==> config.mk <==
export PLATFORM = sky130hd
export DESIGN_NAME = fpa_ctrl
export DESIGN_NICKNAME = d
export VERILOG_FILES = /design/src/fpa_pkg.sv /design/src/fpa_ctrl.sv
export SDC_FILE = /design/constraint.sdc
export NUM_CORES = 1
export LEC_CHECK = 0
export BUFFER_PORTS_ARGS = -buffer_cell sky130_fd_sc_hd__buf_2
export CORE_AREA = 2 2 46 48
export CTS_CLUSTER_DIAMETER = 40
export DETAILED_ROUTE_END_ITERATION = 10
export DIE_AREA = 0 0 48 50
export PLACE_DENSITY = 0.56
export SKIP_CTS_REPAIR_TIMING = 1
export SKIP_LAST_GASP = 1
export SLEW_MARGIN = 25
export SYNTH_ARGS = -nofsm -noshare
export SYNTH_HDL_FRONTEND = slang
export SYNTH_SLANG_ARGS = --single-unit
==> constraint.sdc <==
create_clock -name clk -period 1.2 [get_ports clk]
set_input_delay 0.24 -clock clk [delete_from_list [all_inputs] [get_ports clk]]
set_output_delay 0.24 -clock clk [all_outputs]
set_load 0.1 [all_outputs]
==> src/fpa_pkg.sv <==
// fpa_pkg: shared types and constants of the flash log page allocator
// holds the action and status codes, controller states and the command/status structs
// no dependencies
package fpa_pkg;

    // block bitmap rows: 32 blocks per row, used bits low half, map-valid bits high half
    localparam int BMP_W  = 32;
    localparam int BMP_SH = 5;
    localparam int FLAG_W = 2 * BMP_W;

    localparam int CFG_IDX_W  = 4;
    localparam int CFG_DATA_W = 11;

    localparam logic [CFG_IDX_W-1:0] CFG_BLOCK_COUNT     = 4'd0;
    localparam logic [CFG_IDX_W-1:0] CFG_PAGES_PER_BLOCK = 4'd1;

    localparam logic [31:0] ERASED_WORD = 32'hFFFF_FFFF;

    typedef enum logic [1:0] {
        ACT_SCAN   = 2'd0,
        ACT_WRITE  = 2'd1,
        ACT_FORMAT = 2'd2,
        ACT_QUERY  = 2'd3
    } action_t;

    typedef enum logic [1:0] {
        STS_OK      = 2'd0,
        STS_REFUSED = 2'd1,
        STS_FAILED  = 2'd2,
        STS_FULL    = 2'd3
    } status_t;

    typedef enum logic [3:0] {
        FSM_INIT,
        FSM_IDLE,
        FSM_DISPATCH,
        FSM_READ,
        FSM_UPDATE,
        FSM_SRCH_RD,
        FSM_SRCH_CHK,
        FSM_CLEAR,
        FSM_FMT,
        FSM_DONE
    } fsm_t;

    // commands from controller to datapath
    typedef struct packed {
        logic    load;
        logic    set_status;
        status_t status_val;
        logic    item_rd;
        logic    item_upd;
        logic    row_clr;
        logic    clear_wr;
        logic    fmt_fin;
        logic    srch_rd;
        logic    srch_chk;
    } ctl_t;

    // status from datapath to controller
    typedef struct packed {
        action_t act;
        logic    in_geo;
        logic    hit;
        logic    ptr_bad;
        logic    ok;
        logic    need_wrap;
        logic    row_end;
        logic    row_lim;
        logic    found;
    } dp_stat_t;

endpackage

==> src/fpa_ctrl.sv <==
// fpa_ctrl: sequencing state machine of the flash log page allocator
// steps each item through decode, map read/update, free-block search and clearing
// depends on fpa_pkg
module fpa_ctrl (
    input  logic             clk,
    input  logic             rst_n,
    input  logic             start,
    input  fpa_pkg::dp_stat_t stat,
    output fpa_pkg::ctl_t    ctl,
    output logic             busy,
    output logic             done
);
    import fpa_pkg::*;

    fsm_t state_reg;
    fsm_t state_next;

    always_ff @(posedge clk or negedge rst_n)
    begin
        if (!rst_n)
        begin
            state_reg <= FSM_INIT;
        end
        else
        begin
            state_reg <= state_next;
        end
    end

    always_comb
    begin
        state_next = state_reg;
        ctl        = '0;
        busy       = 1'b1;
        done       = 1'b0;
        case (state_reg)
            FSM_INIT:
            begin
                // bitmap clearing pass after reset
                ctl.clear_wr = 1'b1;
                if (stat.row_end)
                begin
                    state_next = FSM_IDLE;
                end
            end
            FSM_IDLE:
            begin
                busy = 1'b0;
                if (start)
                begin
                    ctl.load   = 1'b1;
                    state_next = FSM_DISPATCH;
                end
            end
            FSM_DONE:
            begin
                busy = 1'b0;
                done = 1'b1;
                if (start)
                begin
                    ctl.load   = 1'b1;
                    state_next = FSM_DISPATCH;
                end
                else
                begin
                    state_next = FSM_IDLE;
                end
            end
            FSM_DISPATCH:
            begin
                case (stat.act)
                    ACT_SCAN:
                    begin
                        state_next = (stat.in_geo && stat.hit) ? FSM_READ : FSM_DONE;
                    end
                    ACT_WRITE:
                    begin
                        if (stat.ptr_bad)
                        begin
                            ctl.set_status = 1'b1;
                            ctl.status_val = STS_REFUSED;
                            state_next     = FSM_DONE;
                        end
                        else if (!stat.ok)
                        begin
                            ctl.set_status = 1'b1;
                            ctl.status_val = STS_FAILED;
                            state_next     = FSM_DONE;
                        end
                        else
                        begin
                            state_next = FSM_READ;
                        end
                    end
                    ACT_FORMAT:
                    begin
                        if (!stat.ok)
                        begin
                            ctl.set_status = 1'b1;
                            ctl.status_val = STS_FAILED;
                            state_next     = FSM_DONE;
                        end
                        else
                        begin
                            ctl.row_clr = 1'b1;
                            state_next  = FSM_CLEAR;
                        end
                    end
                    ACT_QUERY:
                    begin
                        state_next = stat.in_geo ? FSM_READ : FSM_DONE;
                    end
                    default:
                    begin
                        state_next = FSM_DONE;
                    end
                endcase
            end
            FSM_READ:
            begin
                ctl.item_rd = 1'b1;
                state_next  = FSM_UPDATE;
            end
            FSM_UPDATE:
            begin
                ctl.item_upd = 1'b1;
                if (stat.act == ACT_WRITE && stat.need_wrap)
                begin
                    ctl.row_clr = 1'b1;
                    state_next  = FSM_SRCH_RD;
                end
                else
                begin
                    state_next = FSM_DONE;
                end
            end
            FSM_SRCH_RD:
            begin
                ctl.srch_rd = 1'b1;
                state_next  = FSM_SRCH_CHK;
            end
            FSM_SRCH_CHK:
            begin
                ctl.srch_chk = 1'b1;
                state_next   = (stat.found || stat.row_lim) ? FSM_DONE : FSM_SRCH_RD;
            end
            FSM_CLEAR:
            begin
                ctl.clear_wr = 1'b1;
                if (stat.row_end)
                begin
                    state_next = FSM_FMT;
                end
            end
            FSM_FMT:
            begin
                ctl.fmt_fin = 1'b1;
                state_next  = FSM_DONE;
            end
            default:
            begin
                state_next = FSM_IDLE;
            end
        endcase
    end

endmodule

Word level (Yosys, flattened, before mapping)
Cells that the tools add are included.
{ "classes": {"n_shift": 0, "addsub": 0, "div": 0, "multipliers": 0, "order_cmp": 0, "reduce_logical": 8, "mux": 31, "n_bitwise": 0, "n_eq_ne": 15} }
{ "op_table": {"columns": ["op", "count"], "rows": [
  ["$mux 4", 10],
  ["$pmux 4 s10", 1],
  ["$eq 4x3->1 const B", 4],
  ["$pmux 4 s4", 1],
  ["$mux 1", 13],
  ["$mux 3", 3],
  ["$eq 4x2->1 const B", 2],
  ["$eq 4x4->1 const B", 2],
  ["$ne 2x2->1 const B", 3],
  ["$pmux 3 s2", 1],
  ["$eq 2x2->1 const B", 2],
  ["$eq 4x1->1 const B", 1],
  ["$logic_not 4->1", 1],
  ["$reduce_or 2->1", 2],
  ["$reduce_and 3->1", 1],
  ["$eq 2x1->1 const B", 1],
  ["$logic_and 1x1->1", 2],
  ["$logic_not 2->1", 1],
  ["$mux 2", 1],
  ["$pmux 1 s2", 1],
  ["$logic_or 1x1->1", 1]
]} }
{ "totals": {"mem_bits_ro": 0, "input_bits": 13, "n_memories": 0, "latchBits": 0, "regBits": 4, "ramBits": 0} }

Logic depth before layout (Yosys ltp)
Gate-level depths: netlist of the first run.
{ "depth": {"depth_word": 4, "mapped_depth": 6} }

Least setup slack after synthesis of the first run
OpenSTA, ideal clock, no wires.
{ "synth_path": {"path_kind": "flip-flop to output port", "start": "reg state_reg[0]", "end": "out ctl[6] (netlist name)", "n_path_buf": 1, "t_arrival_ps": 3617, "t_required_ps": 960, "path_slack_ps": -2657, "stages_incl_launch_ff": 3, "cell_sequence": "dfrtp_1 -> buf_2 -> nor4bb_1"} }
{ "synth_rtl": {"columns": ["element", "line", "text"], "rows": [
  ["start: declaration", "fpa_ctrl.sv:15", "fsm_t state_reg;"],
  ["start signal: assignment", "fpa_ctrl.sv:26", "state_reg <= state_next;"],
  ["end: declaration", "fpa_ctrl.sv:9", "output fpa_pkg::ctl_t ctl,"]
]} }

==> results of run 1 <==
## cells in the mapped netlist, drive strengths merged, types with 2 or more instances
master	count	area (um^2)
nor4b	2	38.8
buf	4	20.0
nand3	3	15.0
o31ai	3	22.5
and3	4	25.0
nand2b	3	18.8
nor3b	2	15.0
nor2	6	22.5
nor3	4	20.0
a31oi	2	12.5
dfrtp	4	100
inv	7	26.3
ha	4	50.1
nand2	8	32.5
a21oi	6	30.0
## metrics by stage
stage | std cells | hold WS, ns | setup TNS, ns | cell area [um^2] | utilization, %
after detailed placement | 147 | 0.0502 | -4.83 | 1190 | 62.8
after global placement | 147 | 0.0476 | -4.47 | 1190 | 62.8
after floorplan | 76 | -0.0556 | -8.00 | 689 | -
after CTS | 151 | -0.218 | -8.39 | 1220 | 64.1
final | 158 | 0.320 | -7.15 | 1340 | 70.3
after global routing | 158 | 0.332 | -8.08 | 1340 | 70.3
## layer usage
| layer | track usage [%] | up-vias |
|---|---|---|
| met1 | 24.2 | 333 |
| met3 | 1.47 | 2 |
| li1 | - | 390 |
| met5 | 0 | - |
| met2 | 26.0 | 26 |
| met4 | 8.11 | 0 |
## worst reg2reg max path, cell delays in order (launching register included)
cell and delay, ns:
sky130_fd_sc_hd__dfrtp_1 0.38, sky130_fd_sc_hd__buf_4 0.24, sky130_fd_sc_hd__nand2b_4 0.20, sky130_fd_sc_hd__a21boi_0 0.19, sky130_fd_sc_hd__o22ai_1 0.12, sky130_fd_sc_hd__a22o_1 0.18
## final timing paths
| path | startpoint | endpoint | slack [ns] | depth (start not counted) |
|---|---|---|---|---|
| max in group asynchronous | rst_n | state_reg[0] | 0.75 | 2 |
| min reg2reg | state_reg[0] | state_reg[1] | 0.68 | 2 |
| max reg2reg | state_reg[3] | state_reg[1] | -0.22 | 5 |
| min | rst_n | state_reg[3] | 0.32 | 2 |
| min in group clk | start | state_reg[0] | 0.33 | 4 |
| max | state_reg[3] | ctl[8] | -0.64 | 4 |
## layout by cell type, fill, tap and decap left out, drive strengths merged, types with 2 or more instances in the layout
cell type / instances
and3: 4
nor4b: 2
dfrtp: 4
buf: 54
a31oi: 2
inv: 7
a21oi: 6
nand2: 8
o31ai: 3
clkbuf: 4
nor3: 4
ha: 4
nand3: 3
nand2b: 3
nor2: 6
nor3b: 2
## logic make-up after synthesis
family          count (synthesis)  synth area share (%)
buf+inv                        11                  8.35
flops                           4                  18.1
compound gates                 20                  24.2
fa+ha+maj                       4                  9.03
simple gates                   37                  40.4
## power by group
part / internal [mW] / switching, mW
clock network: 0.126 / 0.0777
registers: 0.202 / 0.0792
logic: 1.35 / 1.71
## area by class of cell
class | instances | area [um^2] | area share (%)
clock buffer | 4 | 26.3 | 1.96
timing repair buffer | 55 | 592 | 44.2
sequential | 4 | 101 | 7.58
tap | 27 | 33.8 | 2.53
inverter | 7 | 26.3 | 1.96
multi-input combinational | 61 | 558 | 41.7
==> impl_summary.txt, run 1 <==
----------------------------------------------------
[Status]
  Outcome ... finished with violations
  Violated checks ... setup timing

[STA]
  Minimum clock period after layout ... about 1.8 ns
  Final hold violation count ... 0
  Final clock period utilization by the worst path ... 153%
  Worst slew slack as a fraction of its limit ... 79.8%
  Fin Clk Skew ... 0.00447 ns
  Slew at the pin with the worst max-slew slack ... roughly 0.3 ns
  Number of max-slew violations in the final report ... 0
  Final-report setup violation count ... 17
  Unrepaired setup endpoints after global routing ... yes
  Max frequency ... between 500 and 600 MHz
  PnR worst setup slack ... -0.637 ns

[Cells and area]
  Final-stage net count ... 149
  Ratio of cells with drive above 1 in the final layout ... roughly three fifths
  Area growth from synthesis to layout ... 141%
  Diode count ... 0
  Max FFs per register ... 4
  Filler cell count in the final layout ... approximately 140

[Worst setup path]
  Largest fanout on the critical path ... 3
  Cell family with most CP delay ... simple AND/OR/NAND/NOR gates
  Stage delay of the slowest cell on the critical path ... 0.40 ns
  Type of the worst setup path ... reg -> out
  Arr. time, crit path ... 1.60 ns
  Cells along the critical path ... nor4b_4, nand2_2, nor3_4, buf_12
  Required time reported for the critical path endpoint ... about 0.96 ns
  Endpoint class of the critical path ... output pin
  Launching element type of the critical path ... flip-flop
  CP bufs+invs ... 1
  Cell with the largest stage delay on the worst path ... sky130_fd_sc_hd__dfrtp_1

[Synth]
  Cell count after synthesis ... 76
  Number of different library cells in the post-synthesis netlist ... 31
  Flops & latches, synth ... 4
  Top_reg_cell synth ... sky130_fd_sc_hd__dfrtp_1
  Register area share after synthesis ... 18.1%
  Yosys warning total ... 0
  Post-synthesis average cell area ... roughly 7.3 um^2
  Number of nets in the synthesized netlist ... 93
  Async SR Flop Fraction ... 100%
  Post-synthesis cell area ... 554 um^2
  Number of synthesized flops with an enable pin ... 0

[Route]
  Post-DR vias/cell ... roughly 4.8
  Overall routed net length ... approximately 1900 um
  Met3 WL post-DR ... 111 um
  Iteration-0 DRC count of the detailed router ... 17
  Antenna Nets Post-Route ... 0
  Pre-Repair DR Iteration Count ... 4
  Routed WL per cell ... between 10 and 15 um
  Wire length on met2 ... roughly 900 um
  Metal-1 WL ... ~840 um
  Detailed-route DRC error count ... 0
  Top layer in use ... met4
  Routed vias ... about 750

[CTS]
  Max clock buf depth ... 2
  Clock latency on the worst-skew pair ... roughly 0.25 ns
  Inserted Clock Buffers ... 3
  Number of sinks driven by the clock tree ... 4
  Register clock-pin slew on the reported worst setup and hold paths ... ~0.050 ns
  H-tree depth reported by CTS ... 1
  Clock tree from TritonCTS ... yes
  Root Driver ... sky130_fd_sc_hd__clkbuf_4

[Die]
  Die area ... approximately 2400 um^2
  Placeable core region ... approximately 1900 um^2
  Starting Density ... between 20 and 30%
  Vertical extent of the die ... approximately 50 um
  Io pins ... 26
  Row count ... 16
  Horiz. Die Dim ... 48 um

[Run]
  Max-cap viol count ... 0

[Pwr]
  Power per standard cell area ... 2650 nW/um^2
  Worst IR Drop VDD ... roughly 1.9 mV
  Cell leakage power ... a little under 0.6 nW
  Final Total Pwr ... 3.54 mW

[Placed design]
  HPWL after detailed placement ... 1440 um
  Count of input and output buffers ... 25
  Worst Setup Slack post-DPL ... -0.365 ns
  Placer congestion estimate ... slightly below 0.8

[Global routing]
  Vias in the first global route ... about 710
  Overall routing resource usage ... approximately 17%
  Remaining global-route overflow ... 0
  Global-route wire length before repair ... just over 3000 um
  Number of antenna violations at the first check in global routing ... 0
  Largest net degree at the start of global routing ... 13

[Min path]
  Hold Crit Class ... in -> async

----------------------------------------------------
Note: power is estimated with default switching activity, not from simulation.
==> inputs of run 2 (changes only) <==
--- a/config.mk
+++ b/config.mk
@@ -10,7 +10,8 @@
 export CTS_CLUSTER_DIAMETER = 40
 export DETAILED_ROUTE_END_ITERATION = 10
 export DIE_AREA = 0 0 48 50
-export PLACE_DENSITY = 0.56
+export PLACE_DENSITY = 0.54
+export REMOVE_ABC_BUFFERS = 1
 export SKIP_CTS_REPAIR_TIMING = 1
 export SKIP_LAST_GASP = 1
 export SLEW_MARGIN = 25
==> constraint.sdc (replaced) <==
create_clock -name clk -period 2.3 [get_ports clk]
set_input_delay 0.46 -clock clk [delete_from_list [all_inputs] [get_ports clk]]
set_output_delay 0.46 -clock clk [all_outputs]
set_load 0.1 [all_outputs]
==> run 2 against run 1 <==
The run now ends clean. Cell area fell by 37%. First-iteration DRC count shrank 18%. Clock skew shrank 0.0020 ns. Largest power group unchanged. Critical endpoint is now ctl[1]. Wire length down 18%. Sequential share of layout area rose by 4.5 points. Combinational power down 70%. Via count down 15%. Global-route usage decreased by 3.6 points. Register-to-register slack improved by 1.1 ns. Final cell count down 16%. Power decreased by 66%. Setup slack improved by 0.77 ns.
==> impl_summary.txt, run 2 (synthesis gave the netlist of run 1 again) <==
----------------------------------------------------
[Worst setup path]
  Type of the worst setup path ... reg -> out
  Cells along the critical path ... nand2b_1, nor3b_1, buf_2
  Arr. time, crit path ... 1.71 ns
  Required time reported for the critical path endpoint ... around 1.8 ns
  Cell with the largest stage delay on the worst path ... sky130_fd_sc_hd__dfrtp_1
  Stage delay of the slowest cell on the critical path ... 0.52 ns
  Largest fanout on the critical path ... 13
  Endpoint class of the critical path ... output pin
  Launching element type of the critical path ... flip-flop

[Cells and area]
  Area growth from synthesis to layout ... 51.5%
  Ratio of cells with drive above 1 in the final layout ... between 30% and 40%
  Leading cell type in the layout, fill and taps excluded ... sky130_fd_sc_hd__buf_2
  Diode count ... 0
  Filler cell count in the final layout ... just under 200
  Most used cells in the layout excluding fill and tap cells ... sky130_fd_sc_hd__buf_2, sky130_fd_sc_hd__inv_1, sky130_fd_sc_hd__nand2_1
  Final-stage net count ... between 100 and 150
  Cell Count, Final, Fillers Out ... 132
  Final instance area ... about 840 um^2
  Max FFs per register ... 4

[STA]
  Slew at the pin with the worst max-slew slack ... 0.485 ns
  Final-report setup violation count ... 0
  Worst slew slack as a fraction of its limit ... 67.9%
  Final clock period utilization by the worst path ... 94.3%
  Final TNS setup ... 0 ns
  Number of max-slew violations in the final report ... 0
  Unrepaired setup endpoints after global routing ... no
  Minimum clock period after layout ... between 2 and 2.5 ns
  Fin Clk Skew ... around 0.0024 ns
  Max frequency ... around 460 MHz
  Final hold violation count ... 0

[Pwr]
  Sw Share ... between 60 and 70%
  Power per standard cell area ... 1440 nW/um^2
  Clock Power Share ... under 10%
  Worst IR Drop VDD ... roughly 0.87 mV
  Cell leakage power ... roughly 0.40 nW
  Comb power frac ... ~77%
  Net load switching power ... between 700 and 800 uW
  Pint ... around 440 uW
  Sequential fraction of design power ... ~16%
  Final Total Pwr ... 1.21 mW

[Die]
  Starting Density ... roughly 29%
  Row count ... 16
  Die area ... around 2400 um^2
  Horiz. Die Dim ... between 40 and 50 um
  Vertical extent of the die ... roughly 50 um
  Placeable core region ... between 1500 and 2000 um^2
  Io pins ... 26

[CTS]
  H-tree depth reported by CTS ... 1
  Clock latency on the worst-skew pair ... between 0.2 and 0.25 ns
  Root Driver ... sky130_fd_sc_hd__clkbuf_4
  Inserted Clock Buffers ... 3
  Number of sinks driven by the clock tree ... 4
  Register clock-pin slew on the reported worst setup and hold paths ... 0.04 ns
  Max clock buf depth ... 2
  Clock tree from TritonCTS ... yes

[Route]
  Overall routed net length ... 1540 um
  Detailed-route DRC error count ... 0
  Pre-Repair DR Iteration Count ... 4
  Routed WL per cell ... ~12 um
  Iteration-0 DRC count of the detailed router ... 14
  Routed vias ... between 600 and 700
  Antenna Nets Post-Route ... 0
  Post-DR vias/cell ... 4.83

[Global routing]
  Met1 track utilization from global routing ... 18.2%
  Remaining global-route overflow ... 0
  Top Usage Layer GRT ... met2
  Global-route wire length before repair ... 2380 um
  GRT met2 Usage ... between 20% and 30%
  Vias in the first global route ... approximately 560
  Largest net degree at the start of global routing ... 14
  Grt met3 use ... between 1 and 1.5%
  Number of antenna violations at the first check in global routing ... 0
  Overall routing resource usage ... a little over an eighth

[Status]
  Outcome ... finished clean

[Run]
  Max-cap viol count ... 0

[Placed design]
  Placement-stage cell area ... 791 um^2
  Placed Instances ... roughly 130
  HPWL after detailed placement ... 1200 um
  Count of input and output buffers ... 25
  Placer congestion estimate ... 0.784

[Min path]
  Hold Crit Class ... in -> async

----------------------------------------------------
run 2: metrics by stage:
step | util, % | hold WS, ns | setup WS (ns)
after floorplan | - | 0.164 | -1.70
after global placement | 41.6 | 0.266 | 0.258
after detailed placement | 41.6 | 0.265 | 0.220
after CTS | 42.8 | 0.0107 | -0.0322
after global routing | 44.1 | 0.0162 | 0.0678
final | 44.1 | 0.0167 | 0.131
run 2: routing by layer:
layer	wire, um	vias up
met5	0	-
met4	29	0
met3	56	4
met2	759	17
met1	693	283
li1	-	334
run 2: critical path: cells and delay by family (launching register included):
family / cells / cell delay, ns
simple gates: 2 / 0.49
buf+inv: 1 / 0.46
flops: 1 / 0.52
run 2: power groups by stage:
stage | logic [mW] | clock network (mW) | registers [mW]
2_1_floorplan | 0.674 | 0 | 0.195
3_3_place_gp | 0.908 | 0 | 0.193
3_5_place_dp | 0.912 | 0 | 0.193
4_1_cts | 0.914 | 0.0912 | 0.193
5_1_grt | 0.980 | 0.0947 | 0.207
6_report | 0.926 | 0.0875 | 0.197
run 2: worst paths after layout:
path / startpoint / endpoint / slack [ns] / cells after the start
hold / removal: rst_n / state_reg[1] / 0.02 / 1
setup / recovery: state_reg[3] / ctl[1] / 0.13 / 3
min in group clk: start / state_reg[0] / 0.55 / 4
hold reg to reg: state_reg[0] / state_reg[0] / 0.74 / 2
setup reg to reg: state_reg[2] / state_reg[3] / 0.83 / 5
max in group asynchronous: rst_n / state_reg[2] / 2.16 / 1
run 2: cell type report:
class	instances	area [um^2]	area share (%)
clock buffer	3	22.5	2.68
inverter	7	26.3	3.13
multi-input combinational	61	418	49.8
sequential	4	101	12.1
tap	27	33.8	4.02
timing repair buffer	30	238	28.3
